`config.mk`:
```
export PLATFORM = sky130hd
export DESIGN_NAME = hpt_front
export DESIGN_NICKNAME = d
export VERILOG_FILES = /design/src/sv/hpt_pkg.sv /design/src/sv/hpt_queue.sv /design/src/sv/hpt_front.sv
export SDC_FILE = /design/constraint.sdc
export NUM_CORES = 1
export LEC_CHECK = 0
export BUFFER_PORTS_ARGS = -buffer_cell sky130_fd_sc_hd__buf_4
export CAP_MARGIN = 20
export CORE_ASPECT_RATIO = 0.6
export CORE_MARGIN = 2
export CORE_UTILIZATION = 30
export CTS_BUF_LIST = sky130_fd_sc_hd__clkbuf_4 sky130_fd_sc_hd__clkbuf_8 sky130_fd_sc_hd__clkbuf_16
export CTS_CLUSTER_SIZE = 12
export DETAILED_ROUTE_END_ITERATION = 16
export GPL_ROUTABILITY_DRIVEN = 0
export PLACE_DENSITY = 0.57
export SLEW_MARGIN = 20
export SYNTH_ARGS = -nofsm -noshare
export SYNTH_HDL_FRONTEND = slang
export SYNTH_SLANG_ARGS = --single-unit
```
`constraint.sdc`:
```
create_clock -name i_clk -period 5.45 [get_ports i_clk]
set_clock_uncertainty 0.2 [all_clocks]
set_input_delay 0.2725 -clock i_clk [delete_from_list [all_inputs] [get_ports i_clk]]
set_output_delay 0.2725 -clock i_clk [all_outputs]
set_load 0.01 [all_outputs]
```
`src/sv/hpt_pkg.sv`:
```
package hpt_pkg;

    localparam int FRAC_BITS   = 16;
    localparam int COORD_WIDTH = 32;

    localparam int FIELD_W  = 32;
    localparam int PROD_W   = 2 * COORD_WIDTH;
    localparam int SUM_W    = 2 * COORD_WIDTH + 2;
    localparam int MAG_W    = 2 * COORD_WIDTH;
    localparam int NCOEF    = 16;
    localparam int NPAIR    = 8;
    localparam int PAIR_W   = 3;
    localparam int PADDR_W  = 6;
    localparam int PDATA_W  = 64;
    localparam int QDEPTH   = 4;
    localparam int QPTR_W   = 2;
    localparam int DIV_LAT  = COORD_WIDTH + 2;
    localparam int BACK_LAT = 4 + DIV_LAT;

    localparam logic OP_POINT = 1'b0;
    localparam logic OP_DIR   = 1'b1;

    localparam logic [FIELD_W-1:0] OUT_MAX =
        FIELD_W'((64'sd1 <<< (COORD_WIDTH - 1)) - 64'sd1);
    localparam logic [FIELD_W-1:0] OUT_MIN = ~OUT_MAX;

    typedef logic signed [COORD_WIDTH-1:0] t_coord;
    typedef t_coord [NCOEF-1:0] t_matrix;

    typedef struct packed {
        logic   point;
        t_coord x;
        t_coord y;
        t_coord z;
    } t_item;

    typedef struct packed {
        logic full;
        logic empty;
    } t_qstat;

endpackage

```
`src/sv/hpt_queue.sv`:
```
module hpt_queue
    import hpt_pkg::*;
(
    input  logic   i_clk,
    input  logic   i_rst_n,
    input  logic   i_wr,
    input  t_item  i_wdata,
    input  logic   i_rd,
    output t_item  o_rdata,
    output t_qstat o_stat
);

    t_item             r_mem [QDEPTH];
    logic [QPTR_W-1:0] r_wr_ptr;
    logic [QPTR_W-1:0] r_rd_ptr;
    logic [QPTR_W:0]   r_count;

    always_ff @(posedge i_clk) begin
        if (!i_rst_n) begin
            r_wr_ptr <= '0;
            r_rd_ptr <= '0;
            r_count  <= '0;
        end else begin
            if (i_wr) begin
                r_wr_ptr <= r_wr_ptr + 1'b1;
            end
            if (i_rd) begin
                r_rd_ptr <= r_rd_ptr + 1'b1;
            end
            if (i_wr && !i_rd) begin
                r_count <= r_count + 1'b1;
            end else if (!i_wr && i_rd) begin
                r_count <= r_count - 1'b1;
            end
        end
    end

    always_ff @(posedge i_clk) begin
        if (i_wr) begin
            r_mem[r_wr_ptr] <= i_wdata;
        end
    end

    assign o_rdata      = r_mem[r_rd_ptr];
    assign o_stat.full  = (r_count == (QPTR_W + 1)'(QDEPTH));
    assign o_stat.empty = (r_count == '0);

endmodule

```
`src/sv/hpt_front.sv`:
```
module hpt_front
    import hpt_pkg::*;
(
    input  logic                 i_clk,
    input  logic                 i_rst_n,
    input  logic                 i_s_valid,
    input  logic                 i_s_user,
    input  logic [3*FIELD_W-1:0] i_s_data,
    output logic                 o_s_ready,
    input  logic                 i_pop,
    output t_item                o_item,
    output t_qstat               o_stat
);

    t_item  w_item;
    t_qstat w_stat;

    always_comb begin
        w_item.point = (i_s_user == OP_POINT);
        w_item.x     = i_s_data[0*FIELD_W +: COORD_WIDTH];
        w_item.y     = i_s_data[1*FIELD_W +: COORD_WIDTH];
        w_item.z     = i_s_data[2*FIELD_W +: COORD_WIDTH];
    end

    hpt_queue u_queue (
        .i_clk   (i_clk),
        .i_rst_n (i_rst_n),
        .i_wr    (i_s_valid && !w_stat.full),
        .i_wdata (w_item),
        .i_rd    (i_pop),
        .o_rdata (o_item),
        .o_stat  (w_stat)
    );

    assign o_s_ready = !w_stat.full;
    assign o_stat    = w_stat;

endmodule

```
After elaboration in Yosys (flattened, before gate mapping)
Memories as Yosys holds them, arrays and structs flattened. A register that Yosys moved wholly into a read port is not among the register bits.
Cells that the tools add are included.
{"block": "op_classes", "addsub": 4, "multipliers": 0, "div_mod_pow": 0, "n_lt_le_gt_ge": 0, "eq_ne": 1, "shifts": 0, "n_mux": 6, "bitwise": 1, "n_reduce_logical": 8}
{"operator": "3-bit 2-to-1 mux", "count": 2}
{"operator": "2-bit by 1-bit adder with 2-bit output (second input constant)", "count": 2}
{"operator": "2-bit 2-to-1 mux", "count": 2}
{"operator": "3-bit by 1-bit adder with 3-bit output (second input constant)", "count": 1}
{"operator": "3-bit == test (second input constant)", "count": 1}
{"operator": "1-bit logical AND", "count": 3}
{"operator": "1-bit logical NOT", "count": 3}
{"operator": "3-bit logical NOT", "count": 1}
{"operator": "3-bit by 1-bit subtractor with 3-bit output (second input constant)", "count": 1}
{"operator": "1-bit 2-to-1 mux", "count": 2}
{"operator": "2-bit nonzero test", "count": 1}
{"operator": "1-bit NOT", "count": 1}
{"block": "word_totals", "reg_bits": 7, "latchBits": 0, "mem_bits_rw": 388, "rom_bits": 0, "input_bits": 101, "output_inout_bits": 100, "word_cells": 24, "n_memories": 1}
{"name": "u_queue.r_mem", "words": 4, "word_bits": 97, "read_ports": 1, "rd_ports_with_merged_regs": 1, "wr": 1, "line_no": "hpt_queue.sv:13", "rtl": "t_item r_mem [QDEPTH];"}

Logic depth before layout (Yosys ltp)
Gate-level depths: netlist of run 1.
{"block": "depth", "word_depth": 7, "depth_mapped": 11}

Hierarchy
From an unflattened synthesis of run 1, not the netlist that was laid out.
{"block": "hier_totals", "cells_unflattened": 553, "area_unflattened_um2": 14443.9}
{"mod": "hpt_queue", "n_inst": 1, "cells_per_inst": 550, "area_each_um2": 14430.1, "seq_area_each_um2": 11831.3}
{"mod": "hpt_front", "n_inst": 1, "cells_per_inst": 3, "area_each_um2": 13.8, "seq_area_each_um2": 0.0}

Worst setup path after synthesis of run 1
OpenSTA, ideal clock, no wires.
{"block": "synth_path", "path_kind": "register to register", "startpoint": "register u_queue.r_count[0]", "endpoint": "memory u_queue.r_mem[0][0] in the netlist's numbering, enable pin", "arrival_time_ns": 3.201, "setup_slack_ns": 1.582, "stages_incl_launch_ff": 7, "cell_sequence": "dfxtp_1 -> nor2_1 -> nand2_1 -> inv_1 -> nor2b_1 -> buf_2 -> and2_1"}
{"block": "synth_via", "elab_chain_cells": 5}
{"item": "start, declared", "line_no": "hpt_queue.sv:16", "rtl": "logic [QPTR_W:0] r_count;"}
{"item": "start signal, assigned", "line_no": "hpt_queue.sv:31", "rtl": "r_count <= r_count + 1'b1;"}
{"item": "start signal, assigned", "line_no": "hpt_queue.sv:33", "rtl": "r_count <= r_count - 1'b1;"}
{"item": "3-bit == test", "line_no": "hpt_queue.sv:45", "rtl": "assign o_stat.full = (r_count == (QPTR_W + 1)'(QDEPTH));"}
{"item": "1-bit logical NOT"}
{"item": "named net o_s_ready", "line_no": "hpt_front.sv:9", "rtl": "output logic o_s_ready,"}
{"item": "1-bit logical AND", "line_no": "hpt_front.sv:28", "rtl": ".i_wr (i_s_valid && !w_stat.full),"}
{"item": "named net u_queue.i_wr", "line_no": "hpt_queue.sv:6", "rtl": "input logic i_wr,"}
{"item": "1-bit 2-to-1 mux", "line_no": "hpt_queue.sv:39", "rtl": "if (i_wr) begin"}
{"item": "1-bit 2-to-1 mux (not written as such)", "line_no": "hpt_queue.sv:40", "rtl": "r_mem[r_wr_ptr] <= i_wdata;"}
{"item": "end, declared", "line_no": "hpt_queue.sv:13"}
The timed path passes the listed nets, and every way through them passes these cells.

==> results of run 1 <==
==> cells in the final DEF, fill, tap and decap left out, types with 5 or more instances in the layout <==
cell type and n:
sky130_fd_sc_hd__inv_1 6, sky130_fd_sc_hd__dfxtp_1 7, sky130_fd_sc_hd__ha_1 5, sky130_fd_sc_hd__mux4_2 97, sky130_fd_sc_hd__buf_4 211, sky130_fd_sc_hd__clkbuf_4 7
sky130_fd_sc_hd__clkbuf_16 41, sky130_fd_sc_hd__edfxtp_1 388, sky130_fd_sc_hd__dlygate4sd3_1 100, sky130_fd_sc_hd__nand2_1 6
==> cells by family (layout without fill, tap and decap cells) <==
logic type               count (synthesis)  after routing
flip-flops                             397            397
multiplexers                           100            100
buffers and inverters                   30            375
AND/OR/NAND/NOR                         19             19
adder cells (fa/ha/maj)                  6              6
XOR/XNOR                                 4              4
AO/OA/AOI/OAI                            2              2
==> worst max-delay path, stage by stage (launching register included) <==
cell and delay (ns):
sky130_fd_sc_hd__dfxtp_4 0.81, sky130_fd_sc_hd__buf_12 0.49, sky130_fd_sc_hd__mux4_2 0.63, sky130_fd_sc_hd__buf_4 0.17
==> power by group through the flow <==
stage          registers, mW  logic (mW)  clock network [mW]
6_report                3.75        1.09                2.56
5_1_grt                 3.78        1.18                2.77
4_1_cts                 3.76        1.12                2.64
3_5_place_dp            3.82        1.06                   0
3_3_place_gp            3.81        1.06                   0
2_1_floorplan           3.80       0.556                   0
==> worst max path at each step <==
stage,cells past startpoint,end,slack [ns]
5_1_grt,3,o_item[50],2.02
3_5_place_dp,6,u_queue.r_mem[0][52],2.51
4_1_cts,3,o_item[50],2.08
2_1_floorplan,6,u_queue.r_mem[0][0],1.58
3_3_place_gp,6,u_queue.r_mem[0][58],2.56
6_report,3,o_item[4],2.27
==> final cells by class <==
class	instances	area, um2
Clock inverter	8	96.34
Inverter	6	22.52
Clock buffer	49	1092
Timing Repair Buffer	312	2605
Multi-Input combinational cell	131	2455
Sequential cell	397	11840
Fill cell	4271	28800
Tap cell	640	800.8
==> state kept, by name, summed over array words and instances, names as in the netlist, named ones only <==
| register | flops |
|---|---|
| u_queue.r_count | 3 |
| u_queue.r_mem | 388 |
| u_queue.r_rd_ptr | 2 |
| u_queue.r_wr_ptr | 2 |
==> metal layers <==
| layer | global-route usage | wire length [um] | up-vias |
|---|---|---|---|
| li1 | - | - | 3027 |
| met1 | 0.1691 | 13560 | 3568 |
| met2 | 0.1930 | 14410 | 178 |
| met3 | 0.02795 | 1648 | 37 |
| met4 | 0.02539 | 416 | 0 |
| met5 | 0 | 0 | - |
==> metrics by stage <==
stage	instances	hold slack, ns	area, um2	total power [mW]
6_report	1543	0.06227	18910	7.396
5_1_grt	1543	0.06363	18910	7.721
4_1_cts	1543	0.03533	18910	7.527
3_5_place_dp	1386	0.2763	16720	4.881
3_3_place_gp	1386	0.2738	16720	4.870
2_1_floorplan	558	0.1714	14460	4.353
==> timing repair <==
item,4_1_cts,5_1_grt
endpoints found under the setup margin,0,0
hold endpoints to repair,397,0
hold buffers,100,0
==> insert_results.sql, run 1 <==
INSERT INTO impl_metrics (metric_group, metric, value, unit) VALUES
('status', 'run_status', 'complete, no violations', ''),
('cts', 'cts.sinks', '397', ''),
('pwr', 'power_frac_seq', '0.508', ''),
('pwr', 'comb_power_share', '0.147', ''),
('yosys', 'yosys-top-cells-area', 'sky130_fd_sc_hd__edfxtp_1 81%, sky130_fd_sc_hd__mux4_2 15%, sky130_fd_sc_hd__dfxtp_1 1.2%', ''),
('cts', 'ctsRootBufferMaster', 'sky130_fd_sc_hd__clkbuf_16', ''),
('cts', 'ctsResizeCount', '0', ''),
('yosys', 'top_reg_cell_synth', 'sky130_fd_sc_hd__edfxtp_1', ''),
('yosys', 'synth.top_cells.by_count', '388 x sky130_fd_sc_hd__edfxtp_1, 97 x sky130_fd_sc_hd__mux4_2, 12 x sky130_fd_sc_hd__buf_2', ''),
('die', 'floorplan.die.width', '287.4', 'um'),
('cts', 'cts_buffers', '40', ''),
('global_routing', 'antenna_violations_before_repair', '0', ''),
('cts', 'ctsLongestPathBuffers', '3', ''),
('pwr', 'cellPowerDensity', '391.1', 'nW/um2'),
('place', 'dpl.hpwl', '18.03', 'mm'),
('hold_path', 'hold_end', 'u_queue.r_wr_ptr[0]', ''),
('yosys', 'avgSynthCellArea', '25.91', 'um2'),
('pwr', 'power_switching', '1.686', 'mW'),
('yosys', 'synthesis.area', '14460', 'um2'),
('die', 'site_rows', '62', ''),
('pwr', 'vdd_ir_drop_max', '176.1', 'uV'),
('yosys', 'yosysWarningCount', '0', ''),
('yosys', 'synth-seq-area-share', '0.8184', ''),
('die', 'ioPinCount', '201', ''),
('final_layout', 'finalCoreUtilization', '0.3964', ''),
('global_routing', 'grt_total_ovfl', '0', ''),
('run', 'max-cap-violations', '0', ''),
('sta', 'worst-slew-pin-transition', '0.7642', 'ns'),
('worst_setup_path', 'regToRegStartpoint', 'u_queue.r_count[0]', ''),
('pwr', 'internal_power', '5.710', 'mW'),
('yosys', 'synth_cell_types', '21', ''),
('worst_setup_path', 'rr_worst_depth', '6', ''),
('global_routing', 'grt_use_total', '0.1208', ''),
('die', 'design.die.area', '50020', 'um2'),
('route', 'detail-route-antenna-nets', '0', ''),
('yosys', 'ys_async_sr_fraction', '0', ''),
('worst_setup_path', 'arrival_time_worst_endpoint', '2.71', 'ns'),
('sta', 'fmaxAchievable', '314.2', 'MHz'),
('route', 'avgRoutedWirePerCell', '19.46', 'um'),
('hold_path', 'min-delay-start', 'i_s_valid', ''),
('global_routing', 'first_global_vias', '7276', ''),
('yosys', 'synth_enable_flop_cells', '388', ''),
('route', 'detail_route.wirelength', '30.03', 'mm'),
('global_routing', 'grt_pass1_wl', '45.80', 'mm'),
('yosys', 'synth.most_common_cell', 'sky130_fd_sc_hd__edfxtp_1', ''),
('die', 'initial_utilization', '0.3030', ''),
('route', 'drc', '0', ''),
('sta', 'final_min_period_over_clock_period', '0.5839', ''),
('sta', 'rsz0062_at_grt', 'no', ''),
('sta', 'setup-tns-final', '0', 'ns'),
('yosys', 'post-synth-top-area-cell', 'sky130_fd_sc_hd__edfxtp_1', ''),
('yosys', 'synth_seq_cells', '397', ''),
('sta', 'finalWorstSetupSlack', '2.268', 'ns'),
('cts', 'clock_tree.htree_level_count', '2', ''),
('die', 'die_height', '174.0', 'um'),
('sta', 'finalSetupViolations', '0', ''),
('worst_setup_path', 'worstReg2RegEnd', 'u_queue.r_mem[0][31]', ''),
('sta', 'slew_violations', '0', ''),
('worst_setup_path', 'critical_path_required', '4.98', 'ns'),
('place', 'port_buffers', '200', ''),
('pwr', 'leakage', '6.359', 'nW'),
('yosys', 'fraction_of_the_mapped_netlist_area_in_compound_gates', '0.0008655', ''),
('final_layout', 'post_route_cells_drive_above_1_share', '0.4109', ''),
('yosys', 'portion_of_synthesized_cell_area_occupied_by_the_leading_cell_type', '0.8060', ''),
('worst_setup_path', 'crit_path_max_fanout', '56', ''),
('yosys', 'synth_fa_ha_area_frac', '0.005712', ''),
('final_layout', 'area_growth', '30.81', '%'),
('yosys', 'postSynthCellCount', '558', ''),
('pwr', 'pwr-share-clk', '0.346', ''),
('yosys', 'synth-simple-area-share', '0.006924', ''),
('sta', 'relative_slew_slack', '0.4905', '');
Note: power is estimated with default switching activity, not from simulation.
==> inputs of run 2 (changes only) <==
--- a/config.mk
+++ b/config.mk
@@ -5,6 +5,7 @@
 export SDC_FILE = /design/constraint.sdc
 export NUM_CORES = 1
 export LEC_CHECK = 0
+export ABC_AREA = 1
 export BUFFER_PORTS_ARGS = -buffer_cell sky130_fd_sc_hd__buf_4
 export CAP_MARGIN = 20
 export CORE_ASPECT_RATIO = 0.6
==> constraint.sdc (replaced) <==
create_clock -name i_clk -period 3.3 [get_ports i_clk]
set_clock_uncertainty 0.2 [all_clocks]
set_input_delay 0.165 -clock i_clk [delete_from_list [all_inputs] [get_ports i_clk]]
set_output_delay 0.165 -clock i_clk [all_outputs]
set_load 0.01 [all_outputs]
==> insert_results.sql, run 2 <==
INSERT INTO impl_metrics (metric_group, metric, value, unit) VALUES
('status', 'run_status', 'complete, no violations', ''),
('final_layout', 'fin_nets', '1408', ''),
('cts', 'worstSkewPairLatency', '0.52', 'ns'),
('sta', 'hold_viol', '0', ''),
('yosys', 'top_reg_cell_synth', 'sky130_fd_sc_hd__edfxtp_1', ''),
('yosys', 'synthMuxAreaShare', '0', ''),
('die', 'initial_utilization', '0.3019', ''),
('yosys', 'postSynthCellCount', '1002', ''),
('pwr', 'comb_power_share', '0.126', ''),
('global_routing', 'grt_total_ovfl', '0', ''),
('route', 'dr.pass1.iters', '5', ''),
('yosys', 'synth.most_common_cell', 'sky130_fd_sc_hd__edfxtp_1', ''),
('sta', 'setup-tns-final', '0', 'ns'),
('yosys', 'post-synth-top-area-cell', 'sky130_fd_sc_hd__edfxtp_1', ''),
('yosys', 'synth-seq-area-share', '0.7980', ''),
('yosys', 'synth-xor-area-share', '0', ''),
('yosys', 'synth-simple-area-share', '0.05570', ''),
('final_layout', 'mostFrequentLayoutCell', 'sky130_fd_sc_hd__edfxtp_1', ''),
('pwr', 'netSwitchingFraction', '0.2345', ''),
('yosys', 'fraction_of_the_mapped_netlist_area_in_compound_gates', '0.1095', ''),
('final_layout', 'top_regs', 'u_queue.r_mem (388), u_queue.r_count (3)', ''),
('worst_setup_path', 'rr_worst_depth', '9', ''),
('die', 'ioPinCount', '201', ''),
('cts', 'cts_buffers', '41', ''),
('route', 'dr.first_iter.drc_count', '648', ''),
('global_routing', 'grt_use_total', '0.1356', ''),
('yosys', 'synth_fa_ha_area_frac', '0.005570', ''),
('place', 'dpl.hpwl', '19.07', 'mm'),
('worst_setup_path', 'crit_path_max_fanout', '55', ''),
('worst_setup_path', 'setup.worst_path.end_class', 'output pin', ''),
('sta', 'finalWorstPathRequiredPeriod', '2.794', 'ns'),
('global_routing', 'largest_net_degree_at_the_start_of_global_routing', '105', ''),
('yosys', 'synthesis.area', '14830', 'um2'),
('sta', 'worst-slew-pin-transition', '0.9432', 'ns'),
('pwr', 'cellPowerDensity', '617.5', 'nW/um2'),
('worst_setup_path', 'regToRegStartpoint', 'u_queue.r_count[0]', ''),
('route', 'detailroute.via_count', '9156', ''),
('final_layout', 'final_cells', '1971', ''),
('worst_setup_path', 'critPathLaunchType', 'flop', ''),
('die', 'floorplan.die.width', '291.0', 'um'),
('worst_setup_path', 'worst_path_most_repeated_cell', 'sky130_fd_sc_hd__buf_4', ''),
('route', 'routed.top_layer', 'met4', ''),
('final_layout', 'area_growth', '30.46', '%'),
('pwr', 'leakage', '6.718', 'nW'),
('pwr', 'pwr-share-clk', '0.372', ''),
('worst_setup_path', 'critical_path.cell_chain', 'clkinv_2, buf_4, o21ai_1, o22ai_1, buf_4', ''),
('die', 'die_height', '176.2', 'um'),
('hold_path', 'hold-path-cell-count', '2', ''),
('route', 'detail-route-antenna-nets', '0', ''),
('pwr', 'vdd_ir_drop_max', '362.5', 'uV'),
('route', 'via_per_inst', '4.645', ''),
('yosys', 'synthesis.nets', '1109', ''),
('route', 'avgRoutedWirePerCell', '17.83', 'um'),
('sta', 'fmaxAchievable', '357.9', 'MHz'),
('cts', 'cts.sinks', '397', ''),
('global_routing', 'first_global_vias', '9187', ''),
('route', 'route.layer.met1.wl', '16.82', 'mm'),
('final_layout', 'final_cell_mix', '388 x sky130_fd_sc_hd__edfxtp_1, 204 x sky130_fd_sc_hd__buf_4, 199 x sky130_fd_sc_hd__nor2_1', ''),
('pwr', 'internal_power', '9.143', 'mW'),
('sta', 'slew_violations', '0', ''),
('cts', 'ctsRootBufferMaster', 'sky130_fd_sc_hd__clkbuf_16', ''),
('final_layout', 'post_route_cells_drive_above_1_share', '0.2165', ''),
('route', 'drc', '0', ''),
('yosys', 'synth_seq_cells', '397', ''),
('pwr', 'report.power.total', '11.94', 'mW'),
('final_layout', 'post-route-cell-area', '19340', 'um2'),
('yosys', 'avgSynthCellArea', '14.80', 'um2'),
('cts', 'cts_tree', 'yes', ''),
('die', 'core_area', '49110', 'um2'),
('worst_setup_path', 'critical_path_required', '2.93', 'ns'),
('worst_setup_path', 'timing.reg2reg.setup_slack', '0.87', 'ns'),
('yosys', 'synth_enable_flop_cells', '388', ''),
('hold_path', 'min-delay-path-class', 'in -> reg', ''),
('die', 'design.die.area', '51270', 'um2'),
('worst_setup_path', 'cpPeakStageDelay', '0.55', 'ns'),
('worst_setup_path', 'timing.critical_path.slowest_stage_cell', 'sky130_fd_sc_hd__buf_4', ''),
('hold_path', 'hold_end', 'u_queue.r_mem[3][68]', ''),
('die', 'site_rows', '63', ''),
('final_layout', 'num_antenna_cells', '0', ''),
('place', 'placed_cells', '1806', ''),
('sta', 'rsz0062_at_grt', 'no', ''),
('cts', 'cts_setup_buffers', '0', ''),
('worst_setup_path', 'worstReg2RegEnd', 'u_queue.r_count[1]', ''),
('worst_setup_path', 'arrival_time_worst_endpoint', '2.43', 'ns'),
('pwr', 'power_switching', '2.801', 'mW'),
('route', 'met3_wirelength', '1.842', 'mm'),
('yosys', 'portion_of_synthesized_cell_area_occupied_by_the_leading_cell_type', '0.7859', ''),
('yosys', 'yosys-top-cells-area', 'sky130_fd_sc_hd__edfxtp_1 79%, sky130_fd_sc_hd__nor2_1 5.1%, sky130_fd_sc_hd__o21ai_0 4.3%', ''),
('sta', 'final_min_period_over_clock_period', '0.8467', ''),
('place', 'place_area', '17070', 'um2'),
('place', 'port_buffers', '200', ''),
('cts', 'clock_tree.htree_level_count', '2', ''),
('yosys', 'synth_top_family_by_area', 'compound AO/OA/AOI/OAI gates', ''),
('cts', 'ctsLongestPathBuffers', '3', ''),
('global_routing', 'antenna_violations_before_repair', '0', ''),
('worst_setup_path', 'critPathKind', 'reg -> out', ''),
('yosys', 'synth.top_cells.by_count', '388 x sky130_fd_sc_hd__edfxtp_1, 203 x sky130_fd_sc_hd__nor2_1, 128 x sky130_fd_sc_hd__o21ai_0', ''),
('final_layout', 'flip_flop_count_of_the_largest_register_all_copies_and_words_added', '388', ''),
('yosys', 'ys_async_sr_fraction', '0', ''),
('run', 'max-cap-violations', '0', ''),
('hold_path', 'min-delay-start', 'i_s_data[4]', ''),
('sta', 'finalSetupViolations', '0', ''),
('pwr', 'power_frac_seq', '0.502', ''),
('global_routing', 'grt_pass1_wl', '54.22', 'mm'),
('cts', 'worst_setup_hold_path_clk_slew', '0.06', 'ns'),
('yosys', 'synth_cell_types', '22', ''),
('sta', 'relative_slew_slack', '0.3712', ''),
('route', 'detail_route.wirelength', '35.15', 'mm'),
('route', 'met2_length', '16.01', 'mm'),
('yosys', 'yosysWarningCount', '0', ''),
('final_layout', 'largest_register', 'u_queue.r_mem', '');
==> run 2: critical path, delay by kind of cell (launching register included) <==
kind | cells | cell delay, ns
AO/OA/AOI/OAI | 2 | 0.44
buffers and inverters | 3 | 0.85
flip-flops | 1 | 0.53
==> run 2: cell families after synthesis <==
family                   count (synthesis)
flip-flops                             397
adder cells (fa/ha/maj)                  6
buffers and inverters                   82
AND/OR/NAND/NOR                        217
AO/OA/AOI/OAI                          300
==> run 2: worst max-delay path by stage <==
stage | start | slack [ns] | to | depth (start not counted)
2_1_floorplan | u_queue.r_count[1] | -0.73 | u_queue.r_mem[0][0] | 4
3_3_place_gp | u_queue.r_count[1] | 0.99 | u_queue.r_count[2] | 13
3_5_place_dp | u_queue.r_count[0] | 0.88 | u_queue.r_count[1] | 9
4_1_cts | flop | 0.35 | o_item[0] | 5
5_1_grt | flop | 0.30 | o_item[85] | 5
6_report | flop | 0.51 | o_item[48] | 5
==> run 2: area by class of cell <==
type                            count  area (um2)
Clock buffer                       54        1124
Clock inverter                      9       130.1
Fill cell                        4585       29770
Inverter                           20       81.33
Multi-Input combinational cell    523        2561
Sequential cell                   397       11840
Tap cell                          650       813.3
Timing Repair Buffer              318        2793
==> run 2: repair_timing <==
item | in CTS | in global routing
endpoints found under the hold margin | 397 | 0
hold buffers | 102 | 0
gates resized for setup | 0 | 0
==> run 2: routing by layer <==
metal / vias up / GRT usage
met5: - / 0
met4: 0 / 0.02634
met3: 44 / 0.02883
met2: 219 / 0.2121
met1: 4521 / 0.1959
li1: 4372 / -
==> run 2: stage by stage <==
stage	hold slack [ns]	setup WS [ns]	utilization
global placement	0.1667	0.9950	0.3475
CTS	0.1247	0.3507	0.3938
finish	0.1753	0.5058	0.3938
detailed placement	0.1668	0.8772	0.3475
floorplan	0.06387	-0.7326	-
global route	0.1477	0.2972	0.3938
==> run 2: power by group through the flow <==
stage | Combinational [mW] | Clock, mW | Sequential [mW]
2_1_floorplan | 0.694 | 0 | 6.10
3_3_place_gp | 1.40 | 0 | 6.10
3_5_place_dp | 1.42 | 0 | 6.10
4_1_cts | 1.53 | 4.60 | 6.00
5_1_grt | 1.65 | 4.81 | 6.02
6_report | 1.50 | 4.45 | 6.00
==> inputs of run 3 (changes only) <==
==> constraint.sdc (replaced) <==
create_clock -name i_clk -period 2.8 [get_ports i_clk]
set_clock_uncertainty 0.2 [all_clocks]
set_input_delay 0.14 -clock i_clk [delete_from_list [all_inputs] [get_ports i_clk]]
set_output_delay 0.14 -clock i_clk [all_outputs]
set_load 0.01 [all_outputs]
==> insert_results.sql, run 3 (synthesis gave the netlist of run 2 again) <==
INSERT INTO impl_metrics (metric_group, metric, value, unit) VALUES
('sta', 'worst-slew-pin-transition', '0.5283', 'ns'),
('hold_path', 'min-delay-path-class', 'in -> reg', ''),
('die', 'initial_utilization', '0.3019', ''),
('final_layout', 'num_antenna_cells', '0', ''),
('worst_setup_path', 'critical_path_required', '2.46', 'ns'),
('sta', 'finalWorstSetupSlack', '0.2920', 'ns'),
('worst_setup_path', 'setup.worst_path.end_class', 'output pin', ''),
('cts', 'worstSkewPairLatency', '0.52', 'ns'),
('place', 'dpl.hpwl', '19.31', 'mm'),
('final_layout', 'layout.area.seq', '11840', 'um2'),
('die', 'die_height', '176.2', 'um'),
('route', 'via_per_inst', '4.653', ''),
('global_routing', 'first_global_vias', '9100', ''),
('status', 'run_status', 'complete, no violations', ''),
('cts', 'cts_tree', 'yes', ''),
('sta', 'setup-tns-final', '0', 'ns'),
('route', 'dr.first_iter.drc_count', '676', ''),
('cts', 'cts_buffers', '40', ''),
('worst_setup_path', 'critPathLaunchType', 'flop', ''),
('global_routing', 'grt_pass1_wl', '52.96', 'mm'),
('sta', 'final_min_period_over_clock_period', '0.8957', ''),
('final_layout', 'area_growth', '30.08', '%'),
('die', 'design.die.area', '51270', 'um2'),
('cts', 'clock_tree.htree_level_count', '2', ''),
('final_layout', 'post_route_cells_drive_above_1_share', '0.2185', ''),
('worst_setup_path', 'crit_path_max_fanout', '102', ''),
('global_routing', 'largest_net_degree_at_the_start_of_global_routing', '103', ''),
('sta', 'slew_violations', '0', ''),
('worst_setup_path', 'arrival_time_worst_endpoint', '2.17', 'ns'),
('route', 'detail_route.wirelength', '34.68', 'mm'),
('sta', 'rsz0062_at_grt', 'no', ''),
('sta', 'fmaxAchievable', '398.7', 'MHz'),
('pwr', 'vdd_ir_drop_max', '353.9', 'uV'),
('die', 'ioPinCount', '201', ''),
('sta', 'finalSetupViolations', '0', ''),
('pwr', 'leakage', '6.693', 'nW'),
('global_routing', 'grt_total_ovfl', '0', ''),
('final_layout', 'top_regs', 'u_queue.r_mem (388), u_queue.r_count (3)', ''),
('final_layout', 'fill_cell_count', '4574', ''),
('sta', 'hold_viol', '0', ''),
('place', 'dp_worst_setup_slack', '0.7051', 'ns'),
('route', 'drc', '0', ''),
('hold_path', 'min-delay-start', 'i_s_data[63]', ''),
('cts', 'worst_setup_hold_path_clk_slew', '0.06', 'ns'),
('cts', 'cts.sinks', '397', ''),
('route', 'dr.pass1.iters', '5', ''),
('run', 'max-cap-violations', '0', ''),
('die', 'site_rows', '63', ''),
('cts', 'ctsRootBufferMaster', 'sky130_fd_sc_hd__clkbuf_16', ''),
('route', 'avgRoutedWirePerCell', '17.62', 'um'),
('die', 'floorplan.die.width', '291.0', 'um'),
('worst_setup_path', 'regToRegStartpoint', 'u_queue.r_count[1]', ''),
('pwr', 'cellPowerDensity', '710.9', 'nW/um2'),
('worst_setup_path', 'rr_worst_depth', '9', ''),
('final_layout', 'flip_flop_count_of_the_largest_register_all_copies_and_words_added', '388', ''),
('place', 'port_buffers', '200', ''),
('final_layout', 'fin_nets', '1410', ''),
('hold_path', 'hold-path-cell-count', '2', ''),
('sta', 'finalWorstPathRequiredPeriod', '2.508', 'ns'),
('worst_setup_path', 'critPathKind', 'reg -> out', ''),
('final_layout', 'multi_input_area', '2574', 'um2'),
('global_routing', 'grt_use_total', '0.1321', ''),
('die', 'core_area', '49110', 'um2'),
('global_routing', 'antenna_violations_before_repair', '0', ''),
('route', 'detailroute.via_count', '9158', ''),
('route', 'detail-route-antenna-nets', '0', ''),
('final_layout', 'final_cell_mix', '388 x sky130_fd_sc_hd__edfxtp_1, 207 x sky130_fd_sc_hd__buf_4, 199 x sky130_fd_sc_hd__nor2_1', ''),
('worst_setup_path', 'timing.reg2reg.setup_slack', '0.69', 'ns'),
('final_layout', 'mostFrequentLayoutCell', 'sky130_fd_sc_hd__edfxtp_1', ''),
('sta', 'relative_slew_slack', '0.6478', ''),
('cts', 'ctsLongestPathBuffers', '3', ''),
('final_layout', 'largest_register', 'u_queue.r_mem', '');
==> run 3: final cells by class <==
| cell class | instances | share of cell area |
|---|---|---|
| Clock buffer | 51 | 0.05710 |
| Clock inverter | 6 | 0.002141 |
| Inverter | 20 | 0.004217 |
| Multi-Input combinational cell | 523 | 0.1335 |
| Sequential cell | 397 | 0.6139 |
| Tap cell | 650 | 0.04217 |
| Timing Repair Buffer | 321 | 0.1470 |
==> run 3: timing repair <==
item / in CTS / in global routing
gates resized for setup: 0 / 0
buffers inserted: 0 / 0
hold buffers: 100 / 0
endpoints found under the setup margin: 0 / 0
hold endpoints to repair: 401 / 0
==> run 3: worst paths after layout <==
path,to
worst max register to register,u_queue.r_count[1]
worst min register to register,flop
worst min-delay path,u_queue.r_mem[1][63]
worst max-delay path,o_item[85]
==> run 3: report_power, final <==
group          switching (mW)  total, mW  internal (mW)
clock                    2.12       4.87           2.75
sequential             0.0992       7.06           6.96
combinational            1.04       1.78          0.740
==> run 3: critical path: stages (launching register included) <==
cell                      delay (ns)
sky130_fd_sc_hd__dfxtp_4        0.43
sky130_fd_sc_hd__buf_12         0.34
sky130_fd_sc_hd__o21ai_0        0.17
sky130_fd_sc_hd__o22ai_1        0.35
sky130_fd_sc_hd__buf_4          0.20
==> run 3: stage by stage <==
step           instance area, um2  hold WS [ns]  instances    util  total power, mW
6_report                    19280        0.1558       1968  0.3927            13.71
5_1_grt                     19280        0.1257       1968  0.3927            14.35
4_1_cts                     19280        0.1126       1968  0.3927            13.92
3_5_place_dp                17140        0.1425       1811  0.3491            8.877
3_3_place_gp                17140        0.1405       1811  0.3491            8.856
2_1_floorplan               14870       0.03887       1002       -            8.005
==> run 3: metal layers <==
| metal | GRT usage | wire length [um] | part of all wire |
|---|---|---|---|
| met1 | 0.1886 | 16670 | 0.48 |
| met2 | 0.2065 | 15610 | 0.45 |
| met3 | 0.03072 | 1906 | 0.055 |
| met4 | 0.02720 | 492 | 0.014 |
| met5 | 0 | 0 | 0 |
